===== src/slcalc_pkg.sv =====
// ----------------------------------------------------------------------------
// slcalc_pkg
// Shared constants for the serial line four-operation calculator: character
// codes, line phases, parser steps, operation modes, sequencer states and
// status codes.
// ----------------------------------------------------------------------------
package slcalc_pkg;

   localparam int DATA_WIDTH_DEFAULT = 16;

   localparam int RESULT_WIDTH = 16;
   localparam int BYTE_WIDTH   = 8;
   localparam int STATUS_WIDTH = 2;

   localparam logic [7:0] CHAR_LF    = 8'd10;
   localparam logic [7:0] CHAR_CR    = 8'd13;
   localparam logic [7:0] CHAR_TAB   = 8'd9;
   localparam logic [7:0] CHAR_VT    = 8'd11;
   localparam logic [7:0] CHAR_FF    = 8'd12;
   localparam logic [7:0] CHAR_SPACE = 8'd32;
   localparam logic [7:0] CHAR_PLUS  = 8'd43;
   localparam logic [7:0] CHAR_MINUS = 8'd45;
   localparam logic [7:0] CHAR_SLASH = 8'd47;
   localparam logic [7:0] CHAR_ZERO  = 8'd48;
   localparam logic [7:0] CHAR_NINE  = 8'd57;
   localparam logic [7:0] CHAR_X     = 8'd120;

   // line phases
   localparam logic [1:0] PH_FIRST  = 2'd0;
   localparam logic [1:0] PH_OPER   = 2'd1;
   localparam logic [1:0] PH_SECOND = 2'd2;
   localparam logic [1:0] PH_CALC   = 2'd3;

   // number parser steps
   localparam logic [1:0] PS_BLANK  = 2'd0;
   localparam logic [1:0] PS_DIGITS = 2'd1;
   localparam logic [1:0] PS_STOP   = 2'd2;

   // arithmetic modes
   localparam logic [1:0] MODE_ADD = 2'd0;
   localparam logic [1:0] MODE_MUL = 2'd1;
   localparam logic [1:0] MODE_DIV = 2'd2;

   // sequencer states
   localparam logic [1:0] ST_IDLE = 2'd0;
   localparam logic [1:0] ST_RUN  = 2'd1;
   localparam logic [1:0] ST_DONE = 2'd2;

   // result status
   localparam logic [1:0] STAT_OK       = 2'd0;
   localparam logic [1:0] STAT_DIV_ZERO = 2'd1;
   localparam logic [1:0] STAT_BAD_OP   = 2'd2;

endpackage


===== src/serial_line_four_op_calculator.sv =====
// ----------------------------------------------------------------------------
// serial_line_four_op_calculator
// Line-oriented calculator: parses operand and operator lines from received
// bytes and computes +, -, x or / bit-serially on every fourth line end.
// ----------------------------------------------------------------------------
//  channel | direction | ports                                   | handshake
//  req     | in        | req_rx_byte                             | req_valid / req_stall
//  rsp     | out       | rsp_result_value, rsp_status            | rsp_valid / rsp_stall
//
//  A byte that does not close the compute line leaves req_stall low.
//  The compute line end starts the arithmetic sequencer: the serial adder,
//  shift-add multiplier or restoring divider retires one bit per cycle;
//  divide by zero and unknown operators skip the serial pass.
//  req_stall is high while a transaction is in the arithmetic sequencer.
//  A finished result waits in the sequencer while rsp_stall holds the output
//  register. Synchronous reset clears line, parser and operand state.
// ----------------------------------------------------------------------------
module serial_line_four_op_calculator
   import slcalc_pkg::*;
#(
   parameter int DATA_WIDTH = DATA_WIDTH_DEFAULT
) (
   input  logic                           clock,
   input  logic                           reset,
   input  logic                           req_valid,
   output logic                           req_stall,
   input  logic [BYTE_WIDTH-1:0]          req_rx_byte,
   output logic                           rsp_valid,
   input  logic                           rsp_stall,
   output logic signed [RESULT_WIDTH-1:0] rsp_result_value,
   output logic [STATUS_WIDTH-1:0]        rsp_status
);

   localparam int W     = DATA_WIDTH;
   localparam int CNT_W = $clog2(DATA_WIDTH);

   logic [1:0]              state_ff, state_in;
   logic [1:0]              phase_ff, phase_in;
   logic [W-1:0]            first_ff, first_in;
   logic [W-1:0]            second_ff, second_in;
   logic [BYTE_WIDTH-1:0]   op_ff, op_in;
   logic [W-1:0]            accum_ff, accum_in;
   logic [1:0]              pstep_ff, pstep_in;
   logic                    neg_sign_ff, neg_sign_in;
   logic                    line_start_ff, line_start_in;
   logic                    rsp_valid_ff, rsp_valid_in;

   logic [1:0]              mode_ff, mode_in;
   logic [CNT_W-1:0]        cnt_ff, cnt_in;
   logic [W-1:0]            x_ff, x_in;
   logic [W-1:0]            y_ff, y_in;
   logic [W:0]              acc_ff, acc_in;
   logic                    carry_ff, carry_in;
   logic                    qneg_ff, qneg_in;
   logic [STATUS_WIDTH-1:0] stat_ff, stat_in;
   logic [RESULT_WIDTH-1:0] rsp_value_ff, rsp_value_in;
   logic [STATUS_WIDTH-1:0] rsp_status_ff, rsp_status_in;

   logic                    accept;
   logic                    is_eol;
   logic                    is_digit;
   logic                    is_blank;
   logic [3:0]              digit;
   logic [W-1:0]            parsed;
   logic [W-1:0]            accum_x10;
   logic [W-1:0]            mag_a;
   logic [W-1:0]            mag_b;
   logic                    sum_bit;
   logic                    sum_carry;
   logic [W:0]              rem_shift;
   logic [W:0]              rem_diff;
   logic [W-1:0]            final_val;
   logic [W+RESULT_WIDTH-1:0] final_wide;

   assign req_stall = (state_ff != ST_IDLE);
   assign accept    = req_valid && !req_stall;

   assign is_eol   = (req_rx_byte == CHAR_LF) || (req_rx_byte == CHAR_CR);
   assign is_digit = (req_rx_byte >= CHAR_ZERO) && (req_rx_byte <= CHAR_NINE);
   assign is_blank = (req_rx_byte == CHAR_TAB) || (req_rx_byte == CHAR_VT) ||
                     (req_rx_byte == CHAR_FF) || (req_rx_byte == CHAR_SPACE);
   assign digit    = 4'(req_rx_byte - CHAR_ZERO);

   assign parsed    = neg_sign_ff ? (W'(0) - accum_ff) : accum_ff;
   assign accum_x10 = {accum_ff[W-4:0], 3'b000} + {accum_ff[W-2:0], 1'b0} + W'(digit);

   assign mag_a = first_ff[W-1]  ? (W'(0) - first_ff)  : first_ff;
   assign mag_b = second_ff[W-1] ? (W'(0) - second_ff) : second_ff;

   assign sum_bit   = x_ff[0] ^ y_ff[0] ^ carry_ff;
   assign sum_carry = (x_ff[0] & y_ff[0]) | (x_ff[0] & carry_ff) | (y_ff[0] & carry_ff);

   assign rem_shift = {acc_ff[W-1:0], x_ff[W-1]};
   assign rem_diff  = rem_shift - {1'b0, y_ff};

   always_comb begin
      if (mode_ff == MODE_DIV) begin
         final_val = qneg_ff ? (W'(0) - x_ff) : x_ff;
      end else begin
         final_val = acc_ff[W-1:0];
      end
   end

   assign final_wide = {{RESULT_WIDTH{1'b0}}, final_val};

   always_comb begin
      state_in      = state_ff;
      phase_in      = phase_ff;
      first_in      = first_ff;
      second_in     = second_ff;
      op_in         = op_ff;
      accum_in      = accum_ff;
      pstep_in      = pstep_ff;
      neg_sign_in   = neg_sign_ff;
      line_start_in = line_start_ff;
      rsp_valid_in  = rsp_valid_ff;
      mode_in       = mode_ff;
      cnt_in        = cnt_ff;
      x_in          = x_ff;
      y_in          = y_ff;
      acc_in        = acc_ff;
      carry_in      = carry_ff;
      qneg_in       = qneg_ff;
      stat_in       = stat_ff;
      rsp_value_in  = rsp_value_ff;
      rsp_status_in = rsp_status_ff;

      if (rsp_valid_ff && !rsp_stall) begin
         rsp_valid_in = 1'b0;
      end

      unique case (state_ff)
         ST_IDLE: begin
            if (accept) begin
               if (is_eol) begin
                  unique case (phase_ff)
                     PH_FIRST: begin
                        first_in = parsed;
                        phase_in = PH_OPER;
                     end
                     PH_OPER: begin
                        if (line_start_ff) begin
                           op_in = '0;
                        end
                        phase_in = PH_SECOND;
                     end
                     PH_SECOND: begin
                        second_in = parsed;
                        phase_in  = PH_CALC;
                     end
                     default: begin
                        phase_in = PH_FIRST;
                        cnt_in   = '0;
                        acc_in   = '0;
                        carry_in = 1'b0;
                        qneg_in  = 1'b0;
                        stat_in  = STAT_OK;
                        mode_in  = MODE_ADD;
                        x_in     = first_ff;
                        y_in     = second_ff;
                        state_in = ST_RUN;
                        case (op_ff)
                           CHAR_PLUS: begin
                           end
                           CHAR_MINUS: begin
                              y_in     = ~second_ff;
                              carry_in = 1'b1;
                           end
                           CHAR_X: begin
                              mode_in = MODE_MUL;
                           end
                           CHAR_SLASH: begin
                              if (second_ff == '0) begin
                                 stat_in  = STAT_DIV_ZERO;
                                 state_in = ST_DONE;
                              end else begin
                                 mode_in = MODE_DIV;
                                 x_in    = mag_a;
                                 y_in    = mag_b;
                                 qneg_in = first_ff[W-1] ^ second_ff[W-1];
                              end
                           end
                           default: begin
                              stat_in  = STAT_BAD_OP;
                              state_in = ST_DONE;
                           end
                        endcase
                     end
                  endcase
                  accum_in      = '0;
                  pstep_in      = PS_BLANK;
                  neg_sign_in   = 1'b0;
                  line_start_in = 1'b1;
               end else begin
                  if ((phase_ff == PH_OPER) && line_start_ff) begin
                     op_in = req_rx_byte;
                  end
                  line_start_in = 1'b0;
                  case (pstep_ff)
                     PS_BLANK: begin
                        if (!is_blank) begin
                           if ((req_rx_byte == CHAR_PLUS) || (req_rx_byte == CHAR_MINUS)) begin
                              neg_sign_in = (req_rx_byte == CHAR_MINUS);
                              pstep_in    = PS_DIGITS;
                           end else if (is_digit) begin
                              accum_in = W'(digit);
                              pstep_in = PS_DIGITS;
                           end else begin
                              pstep_in = PS_STOP;
                           end
                        end
                     end
                     PS_DIGITS: begin
                        if (is_digit) begin
                           accum_in = accum_x10;
                        end else begin
                           pstep_in = PS_STOP;
                        end
                     end
                     default: begin
                     end
                  endcase
               end
            end
         end
         ST_RUN: begin
            case (mode_ff)
               MODE_ADD: begin
                  acc_in   = {1'b0, sum_bit, acc_ff[W-1:1]};
                  carry_in = sum_carry;
                  x_in     = {1'b0, x_ff[W-1:1]};
                  y_in     = {1'b0, y_ff[W-1:1]};
               end
               MODE_MUL: begin
                  if (y_ff[0]) begin
                     acc_in = {1'b0, acc_ff[W-1:0] + x_ff};
                  end
                  x_in = {x_ff[W-2:0], 1'b0};
                  y_in = {1'b0, y_ff[W-1:1]};
               end
               default: begin
                  if (!rem_diff[W]) begin
                     acc_in = rem_diff;
                     x_in   = {x_ff[W-2:0], 1'b1};
                  end else begin
                     acc_in = rem_shift;
                     x_in   = {x_ff[W-2:0], 1'b0};
                  end
               end
            endcase
            if (cnt_ff == CNT_W'(W - 1)) begin
               cnt_in   = '0;
               state_in = ST_DONE;
            end else begin
               cnt_in = cnt_ff + 1'b1;
            end
         end
         ST_DONE: begin
            if (!rsp_valid_ff || !rsp_stall) begin
               rsp_valid_in  = 1'b1;
               rsp_value_in  = final_wide[RESULT_WIDTH-1:0];
               rsp_status_in = stat_ff;
               state_in      = ST_IDLE;
            end
         end
         default: begin
            state_in = ST_IDLE;
         end
      endcase
   end

   always_ff @(posedge clock) begin
      if (reset) begin
         state_ff      <= ST_IDLE;
         phase_ff      <= PH_FIRST;
         first_ff      <= '0;
         second_ff     <= '0;
         op_ff         <= '0;
         accum_ff      <= '0;
         pstep_ff      <= PS_BLANK;
         neg_sign_ff   <= 1'b0;
         line_start_ff <= 1'b1;
         rsp_valid_ff  <= 1'b0;
      end else begin
         state_ff      <= state_in;
         phase_ff      <= phase_in;
         first_ff      <= first_in;
         second_ff     <= second_in;
         op_ff         <= op_in;
         accum_ff      <= accum_in;
         pstep_ff      <= pstep_in;
         neg_sign_ff   <= neg_sign_in;
         line_start_ff <= line_start_in;
         rsp_valid_ff  <= rsp_valid_in;
      end
   end

   always_ff @(posedge clock) begin
      mode_ff       <= mode_in;
      cnt_ff        <= cnt_in;
      x_ff          <= x_in;
      y_ff          <= y_in;
      acc_ff        <= acc_in;
      carry_ff      <= carry_in;
      qneg_ff       <= qneg_in;
      stat_ff       <= stat_in;
      rsp_value_ff  <= rsp_value_in;
      rsp_status_ff <= rsp_status_in;
   end

   assign rsp_valid        = rsp_valid_ff;
   assign rsp_result_value = $signed(rsp_value_ff);
   assign rsp_status       = rsp_status_ff;

endmodule


===== config.mk =====
export PLATFORM = sky130hd
export DESIGN_NAME = serial_line_four_op_calculator
export DESIGN_NICKNAME = d
export VERILOG_FILES = /design/src/slcalc_pkg.sv /design/src/serial_line_four_op_calculator.sv
export SDC_FILE = /design/constraint.sdc
export NUM_CORES = 1
export LEC_CHECK = 0
export ABC_AREA = 0
export BUFFER_PORTS_ARGS = -buffer_cell sky130_fd_sc_hd__buf_2
export CAP_MARGIN = 20
export CORE_MARGIN = 2
export CORE_UTILIZATION = 65
export CTS_CLUSTER_SIZE = 14
export DETAILED_ROUTE_END_ITERATION = 10
export PLACE_DENSITY = 0.94
export SLEW_MARGIN = 20
export SYNTH_ARGS = -nofsm -noshare
export SYNTH_HDL_FRONTEND = slang
export SYNTH_SLANG_ARGS = --single-unit

===== constraint.sdc =====
create_clock -name clock -period 5.3 [get_ports clock]
set_input_delay 0.265 -clock clock [delete_from_list [all_inputs] [get_ports clock]]
set_output_delay 0.265 -clock clock [all_outputs]
set_load 0.005 [all_outputs]

==> impl_summary.md, run 1 <==
GRT
Global routing consumed, over all layers together, 32.7% of the routing resources. The largest net degree at the start of global routing is 68. The number of antenna violations at the first check in global routing was 0. The via count of the first global-routing pass is 8501. The first global-routing pass estimated 41.7 mm of wire. After global routing the overflow that remains totals 0.

Finish
The number of fill cells in the layout is 959. The share of final-layout standard cells stronger than drive strength 1 is 7.85%. From synthesis to final layout, the design area changed by 9.74%. The multi-input logic area is 5740 µm². After routing the design area is 10600 µm².

In the final layout, flip-flops and latches occupy 3580 µm². After the last flow step, the layout net total stands at 1229. For this run, the share of the core covered by cells in the final layout is 73.2%. The final cell count without fillers is 1343. The number of diodes added for antenna fixing is 0.

Placed design
Summed over all nets, the half-perimeter wirelength after detailed placement is 17.3 mm. The total placed instance area is 9950 µm². Input and output buffers added on the ports amount to 31. The final estimated routing congestion in global placement is 0.989.

Counting tap cells, the placed design contains a total of 1310 instances. The worst-case setup slack after placement is 1.61 ns.

Routing
For this block, the via count after detailed routing is 8917. For this run, design rule violations remaining after detail routing come to 0. The average detailed-routed wire length per instance is 19.1 µm. The count of nets left with antenna violations once routing finished came out at 0. The first TritonRoute pass finished after 7 iterations. The number of design-rule violations left by the first detailed-router iteration is 966. The total wirelength of the detailed-routed design is 25.7 mm. Using the TritonRoute via totals, the vias-per-cell ratio works out to 6.64.

Logic synthesis
The number of warnings printed during yosys synthesis is 0. Yosys mapped a number of flops with a built-in enable equal to 76. For this run, the register share of the synthesized area comes to 37.0%. The average cell area after synthesis is 8.52 µm².

Counting flops with an async set or reset pin after synthesis yields a share of 0%. After synthesis the cells add up to 9700 µm². Synthesis handed over a netlist of 1138 instances. The net count after synthesis is 1221.

The count of cell types in the netlist is 68. The most used flip-flop cell after synthesis is sky130_fd_sc_hd__edfxtp_1. The count of state elements after synthesis is 141.

Power
Per report_power, the sequential group accounts for 44.7% of the total. The overall power consumption is 2.56 mW. The analysis attributes to cell leakage a power of 4.35 nW. In this run switching power makes up 20.4% of total power. The maximum ir drop on the vdd rail is 0.000239 V. The power density over the cells is 240 nW/µm². The internal portion of total power is 2.04 mW. The clock power share is 53.7%.

Combinational cells account for 1.6% of the total power. The power dissipated by switching net loads is 0.522 mW.

Die
The initial utilization of the core area, before any placement, comes to 66.7%. The number of standard-cell rows in the floorplan is 44. The die span in y is 126 µm.

The floorplan step defined a die boundary enclosing 15900 µm². The number of I/O pins is 32. The total core area is 14500 µm². The horizontal die dimension is 126 µm.

Worst setup path
The maximum fanout count along the critical path is 20. The classification of the worst setup path is reg -> reg. The critical path startpoint category is a flip-flop. The kind of capture point of the worst setup path is a flip-flop. The largest incremental delay on the critical path is 0.56 ns. STA puts the critical path data required time at 5.47 ns.

The register-to-register setup slack is 1.74 ns. Among all stages on the critical path, the largest delay is contributed by sky130_fd_sc_hd__a211oi_4. The reg-to-reg critical path endpoint is acc_ff[3]. For the worst setup path, the data arrival time is 3.74 ns. Traced cell by cell, the critical path runs through inv_1 > ha_1 > inv_1 > fa_1 > a211oi_1 > o21ai_1 > nand4_1 > a311oi_1 > a211oi_4 > buf_8 > and3b_1 > a21oi_1 > a21oi_1.

The reg-to-reg startpoint is x_ff[15]. For the worst flop-to-flop path, the logic depth is 13.

Hold path
In this run the most critical hold path is launched from req_rx_byte[4]. The worst hold path depth is 3. The path class of the tightest hold or removal check is in -> reg. The endpoint with the worst hold slack is op_ff[4].

Clock tree
The number of clock buffers added by TritonCTS is 17. The largest buffer count on any clock path is 2. The number of resized instances in the post-cts repair step is 0.

The worst-skew pair later-pin latency is 0.44 ns. Clock-pin slew was measured on the worst setup and hold paths at 0.06 ns. The post-CTS setup-driven buffer insertion count is 0. The tree built by TritonCTS fans out to 141 sinks. The total of hold buffers inserted after clock tree synthesis is 0. The H-tree depth is 4.

The TritonCTS clock tree is done. The cell sitting at the root of the clock tree is a sky130_fd_sc_hd__clkbuf_16.

Timing
Between clock sinks in the finished design, the worst skew comes to 0.0116 ns. The remaining max-slew budget at the tightest pin is 38.3%. The number of endpoints failing setup at the final stage is 0.

Subtracting the final worst setup slack from the clock period gives 3.56 ns. After layout, the worst path uses 67.2% of the clock period. The timing-limited maximum frequency is 281 MHz. The final worst hold slack is 0.0972 ns. Setup repair after global routing left no endpoint under its margin. The worst setup slack after layout is 1.74 ns. The actual transition at the worst max-transition pin is 0.923 ns. The setup total negative slack is 0 ns.

The number of pins with negative max-slew slack in the final report was 0. The number of hold violations in the final report was 0.

Flow run
The number of violations of the max-capacitance limit is 0.

Run status
The run finished with clean final reports.
## power groups by stage
stage / sequential [mW] / clock, mW / combinational (mW)
after floorplan: 1.17 / 0 / 0.0267
after global placement: 1.17 / 0 / 0.0366
after detailed placement: 1.17 / 0 / 0.0381
after CTS: 1.14 / 1.37 / 0.0389
after global routing: 1.14 / 1.42 / 0.0445
final: 1.14 / 1.37 / 0.0397
## cell usage in the layout (no fill, tap or decap), types with 38 or more instances in the layout
master,n
sky130_fd_sc_hd__a211oi_1,44
sky130_fd_sc_hd__a21oi_1,115
sky130_fd_sc_hd__dfxtp_1,65
sky130_fd_sc_hd__edfxtp_1,76
sky130_fd_sc_hd__ha_1,66
sky130_fd_sc_hd__inv_1,48
sky130_fd_sc_hd__nand2_1,134
sky130_fd_sc_hd__nor2_1,108
sky130_fd_sc_hd__o21ai_0,82
sky130_fd_sc_hd__xnor2_1,38
sky130_fd_sc_hd__xor2_1,52
## worst max-delay path, delay by kind of cell, from the launching register on
kind / cells / cell delay [ns]
AOI/OAI and AO/OA: 6 / 1.42
adders and majority gates: 2 / 0.61
DFF: 1 / 0.45
buffers and inverters: 3 / 0.45
and+or+nand+nor: 2 / 0.36
## Yosys cell counts (5+ instances only)
library cell	count	area share, %
sky130_fd_sc_hd__or3_1	9	0.58
sky130_fd_sc_hd__nand3_1	22	1.1
sky130_fd_sc_hd__nand4_1	7	0.45
sky130_fd_sc_hd__nand2_1	134	5.2
sky130_fd_sc_hd__xnor2_1	38	3.4
sky130_fd_sc_hd__fa_1	5	1.0
sky130_fd_sc_hd__a211oi_1	45	3.5
sky130_fd_sc_hd__xor2_1	52	4.7
sky130_fd_sc_hd__or2_2	5	0.32
sky130_fd_sc_hd__o31ai_1	17	1.3
sky130_fd_sc_hd__nor4_1	14	0.90
sky130_fd_sc_hd__nor2b_1	11	0.71
sky130_fd_sc_hd__clkbuf_1	42	1.6
sky130_fd_sc_hd__nor3_1	28	1.4
sky130_fd_sc_hd__o21ai_0	82	4.2
sky130_fd_sc_hd__a22oi_1	7	0.54
sky130_fd_sc_hd__a31oi_1	10	0.65
sky130_fd_sc_hd__and2_1	15	0.97
sky130_fd_sc_hd__edfxtp_1	76	24
sky130_fd_sc_hd__inv_1	48	1.9
sky130_fd_sc_hd__ha_1	66	8.5
sky130_fd_sc_hd__mux2i_1	15	1.5
sky130_fd_sc_hd__nor2_1	109	4.2
sky130_fd_sc_hd__a21oi_1	115	5.9
sky130_fd_sc_hd__and3_1	11	0.71
sky130_fd_sc_hd__a21o_1	13	1.0
sky130_fd_sc_hd__nand2b_1	8	0.52
sky130_fd_sc_hd__dfxtp_1	65	13
## per-layer routing
metal | global-route usage (%) | up-vias | share of wire (%)
met4 | 17.8 | 0 | 5.3
met3 | 7.39 | 129 | 8.4
met2 | 56.1 | 543 | 49
li1 | - | 4135 | -
met1 | 38.0 | 4110 | 37
met5 | 0 | - | 0
## worst max-delay path by stage
stage | end | cells past startpoint | slack [ns] | start
4_1_cts | acc_ff[3] | 12 | 1.56 | x_ff[15]
3_5_place_dp | acc_ff[3] | 12 | 1.61 | x_ff[15]
5_1_grt | acc_ff[3] | 13 | 1.57 | x_ff[15]
6_report | acc_ff[3] | 13 | 1.74 | x_ff[15]
3_3_place_gp | acc_ff[3] | 12 | 1.75 | x_ff[15]
2_1_floorplan | accum_ff[12] | 12 | 2.34 | accum_ff[0]
## final cells by class
type | count | share of cell area (%)
tap | 184 | 2.16
sequential | 141 | 33.7
multi-input combinational | 897 | 54.0
timing repair buffer | 40 | 2.19
clock buffer | 17 | 4.00
inverter | 49 | 1.73
clock inverter | 15 | 2.28
## cell families (layout without fill, tap and decap cells)
kind of cell / count (synthesis) / in the layout / synth area share [%]
simple gates: 388 / 388 / 18.5
fa+ha+maj: 71 / 71 / 9.55
buf+inv: 100 / 121 / 4.00
xor+xnor: 90 / 90 / 8.13
compound gates: 332 / 332 / 21.2
mux: 16 / 16 / 1.66
flops: 141 / 141 / 37.0
## registers in the layout (all words and copies together), names as in the netlist
name and flops:
acc_ff 16, accum_ff 16, first_ff 16, rsp_result_value 16, second_ff 16, x_ff 16, y_ff 16, op_ff 8
cnt_ff 4, mode_ff 2, phase_ff 2, pstep_ff 2, rsp_status 2, stat_ff 2, state_ff 2, carry_ff 1
line_start_ff 1, neg_sign_ff 1, qneg_ff 1, rsp_valid 1
(Power assumes the default switching activity.)
==> run 2, diff against run 1 <==
--- a/config.mk
+++ b/config.mk
@@ -9,10 +9,10 @@
 export BUFFER_PORTS_ARGS = -buffer_cell sky130_fd_sc_hd__buf_2
 export CAP_MARGIN = 20
 export CORE_MARGIN = 2
-export CORE_UTILIZATION = 65
+export CORE_UTILIZATION = 57
 export CTS_CLUSTER_SIZE = 14
 export DETAILED_ROUTE_END_ITERATION = 10
-export PLACE_DENSITY = 0.94
+export PLACE_DENSITY = 0.88
 export SLEW_MARGIN = 20
 export SYNTH_ARGS = -nofsm -noshare
 export SYNTH_HDL_FRONTEND = slang
==> constraint.sdc (replaced) <==
create_clock -name clock -period 2.9 [get_ports clock]
set_input_delay 0.145 -clock clock [delete_from_list [all_inputs] [get_ports clock]]
set_output_delay 0.145 -clock clock [all_outputs]
set_load 0.005 [all_outputs]
==> run 2 against run 1 <==
The run now ends with negative setup slack left. Clock power increased by 43%. Core utilization decreased by 6.0 points. Register-to-register slack got worse by 1.8 ns. Worst hold slack got worse by 0.075 ns. Critical path depth increased by 1. Total power increased by 62%. Clock-buffer cell count increased by 8. Fmax increased by 19%. Sequential share of layout area decreased by 1.5 points. Clock skew about the same. Combinational power increased by 110%. Critical endpoint is now acc_ff[11].
==> impl_summary.md, run 2 (synthesis results as in run 1) <==
Routing
The routed via count is 8996 (was 8917). The number of design-rule violations left by the first detailed-router iteration is 1043 (was 966). The average detailed-routed wire length per instance is 18.0 µm (was 19.1 µm). The total wirelength of the detailed-routed design was 26.0 mm (was 25.7 mm). The via count normalized by instance count is 6.24 (was 6.64). The first-pass iteration count of the detailed router came to 5 (was 7). The count of antenna-violating nets left after detailed routing is 0 (unchanged).

The post-detailed-route DRC marker count is 0 (unchanged).

Placed design
The detailed placer's ending HPWL came to 18.1 mm (was 17.3 mm). The number of port buffers is 31 (unchanged). The cell count after placement is 1395 (was 1310). The final estimated routing congestion in global placement is 0.955 (was 0.989).

Power
The power density over the cells came to 371 nW/µm² (was 240 nW/µm²). The overall power consumption is 4.13 mW (was 2.56 mW). The maximum ir drop on the vdd rail is 0.000416 V (was 0.000239 V). The static leakage power came to 4.61 nW (was 4.35 nW).

Timing
The setup total negative slack is -0.565 ns (was 0 ns). The time the worst path needs with I/O delays and setup came to 2.99 ns (was 3.56 ns). The number of hold violations in the final report is 0 (unchanged). The worst setup slack after layout is -0.0929 ns (was 1.74 ns). The timing-limited maximum frequency was 334 MHz (was 281 MHz). The number of pins with negative max-slew slack in the final report was 0 (unchanged). The final worst hold slack is 0.0221 ns (was 0.0972 ns). The actual transition at the worst max-transition pin is 0.976 ns (was 0.923 ns). Unrepaired setup endpoints after global routing: true (was false). The setup clock skew after layout came to 0.0116 ns (about the same). The final period utilization is 103% (was 67.2%). The remaining max-slew budget at the tightest pin was 34.9% (was 38.3%).

The number of endpoints failing setup at the final stage is 14 (was 0).

Finish
Commonest cells after routing, fill and taps aside: 134 x sky130_fd_sc_hd__nand2_1, 112 x sky130_fd_sc_hd__a21oi_1, 109 x sky130_fd_sc_hd__nor2_1 (was 134 x sky130_fd_sc_hd__nand2_1, 115 x sky130_fd_sc_hd__a21oi_1, 108 x sky130_fd_sc_hd__nor2_1). The share of final-layout standard cells stronger than drive strength 1 is 13.8% (was 7.85%). The most common cell after layout, fill and taps aside is sky130_fd_sc_hd__nand2_1 (unchanged).

The number of diodes added for antenna fixing came to 0 (unchanged). The multi-input logic area is 5860 µm² (was 5740 µm²). The net count of the finished layout is 1291 (was 1229). The final cell count without fillers is 1441 (was 1343). The area of all sequential standard cells is 3590 µm² (was 3580 µm²). The signed area change from the synthesized netlist to the final layout was 15.0% (was 9.74%). The number of fill cells in the layout is 1212 (was 959).

Clock tree
The worst-skew pair later-pin latency came to 0.44 ns (about the same). The TritonCTS clock tree is done (unchanged). The sink count of the clock tree is 141 (unchanged). The clock edge transition at the registers on the reported setup and hold paths is 0.06 ns (about the same). The largest buffer count on any clock path was 2 (unchanged).

The number of buffers added by the clock tree synthesis step came to 17 (unchanged). The H-tree depth is 4 (unchanged). The root buffer selected by CTS is sky130_fd_sc_hd__clkbuf_16 (unchanged).

Die
The total core area was 16600 µm² (was 14500 µm²). The effective utilization at floorplan came to 58.5% (was 66.7%). The floorplan die area is 18100 µm² (was 15900 µm²). The number of standard-cell rows in the floorplan is 47 (was 44). The die span in y came to 134 µm (was 126 µm). The horizontal die dimension came to 134 µm (was 126 µm). The number of I/O pins came to 32 (unchanged).

Worst setup path
The classification of the worst setup path is reg -> reg (unchanged). The data arrival time of the critical path is 3.16 ns (was 3.74 ns). The critical path startpoint category is a flip-flop (unchanged).

The maximum fanout count along the critical path is 7 (was 20). The kind of capture point of the worst setup path is a flip-flop (unchanged). The cell depth of the worst flop-to-flop path was 14 (was 13). The required time reported for the critical path endpoint is 3.07 ns (was 5.47 ns).

GRT
The wire length of the first global-routing pass is 41.4 mm (was 41.7 mm). The total routing usage reported by global routing was 28.8% (was 32.7%). The via count of the first global-routing pass is 8656 (was 8501). The total congestion overflow is 0 (unchanged).

The number of antenna violations at the first check in global routing is 0 (unchanged). The largest net degree at the start of global routing is 51 (was 68).

Run status
The checks that failed: negative setup slack. Result of the run: complete, but fails checks (was finished clean).

Flow run
The number of violations of the max-capacitance limit is 0 (unchanged).

Hold path
The worst hold path depth is 3 (unchanged). The classification of the worst-slack hold path is in -> reg (unchanged).
## run 2: cell count changes in the layout (fill, tap and decap cells not counted), sizes merged
cell | previous run | this run
clkinv | 4 | 6
clkbuf | 17 | 25
bufinv | 6 | 0
dlygate4sd3 | 0 | 4
inv | 50 | 49
clkinvlp | 4 | 1
buf | 40 | 98
## run 2: layer usage
layer	global-route usage [%]	up-vias	part of all wire (%)
met1	33.7	4206	39
met3	4.91	116	6.3
met5	0	-	0
met2	49.3	412	49
li1	-	4262	-
met4	17.4	0	5.4
## run 2: cell type report
cell class / count / area share (%)
well taps: 220 / 2.47
flip-flops and latches: 141 / 32.1
multi-input cells: 897 / 52.6
clock buffers: 25 / 4.26
repair buffers: 102 / 6.52
clock inverters: 7 / 0.381
inverters: 49 / 1.65
## run 2: final timing paths
path | start | to | slack, ns
worst max-delay path | x_ff[15] | acc_ff[11] | -0.09
worst max register to register | x_ff[15] | acc_ff[11] | -0.09
worst min-delay path | req_rx_byte[7] | op_ff[7] | 0.02
worst min register to register | stat_ff[0] | rsp_status[0] | 0.43
## run 2: critical path, cell delays in order (launching register included)
cell and delay (ns):
sky130_fd_sc_hd__edfxtp_1 0.41, sky130_fd_sc_hd__inv_2 0.10, sky130_fd_sc_hd__ha_4 0.13, sky130_fd_sc_hd__inv_2 0.04, sky130_fd_sc_hd__fa_2 0.38, sky130_fd_sc_hd__a211oi_4 0.30
sky130_fd_sc_hd__o21ai_2 0.10, sky130_fd_sc_hd__nand4_1 0.17, sky130_fd_sc_hd__a311oi_2 0.15, sky130_fd_sc_hd__a211oi_4 0.33, sky130_fd_sc_hd__buf_12 0.16, sky130_fd_sc_hd__buf_6 0.13
sky130_fd_sc_hd__nor2_1 0.06, sky130_fd_sc_hd__a21oi_1 0.18, sky130_fd_sc_hd__o22ai_1 0.10
## run 2: power by group
part	leakage, nW	internal [mW]	switching, mW
clock network	0.255	1.13	0.826
logic	3.15	0.0317	0.0530
registers	1.20	2.09	0.00389
total	4.61	3.25	0.883
## run 2: stage by stage
stage	instance area [µm²]	setup slack (ns)	util (%)
2_1_floorplan	9700	0.0305	-
3_3_place_gp	10400	0.0188	62.6
3_5_place_dp	10400	-0.0590	62.6
4_1_cts	11000	-0.00850	66.4
5_1_grt	11200	-0.197	67.3
6_report	11200	-0.0929	67.3
## run 2: repair_timing
action / 4_1_cts / 5_1_grt
gates cloned: 1 / 0
endpoints found under the hold margin: 4 / 0
endpoints found under the setup margin: 13 / 22
pin swaps: 2 / 22
hold buffers: 4 / 0
setup buffers: 0 / 10
gates resized for setup: 6 / 23
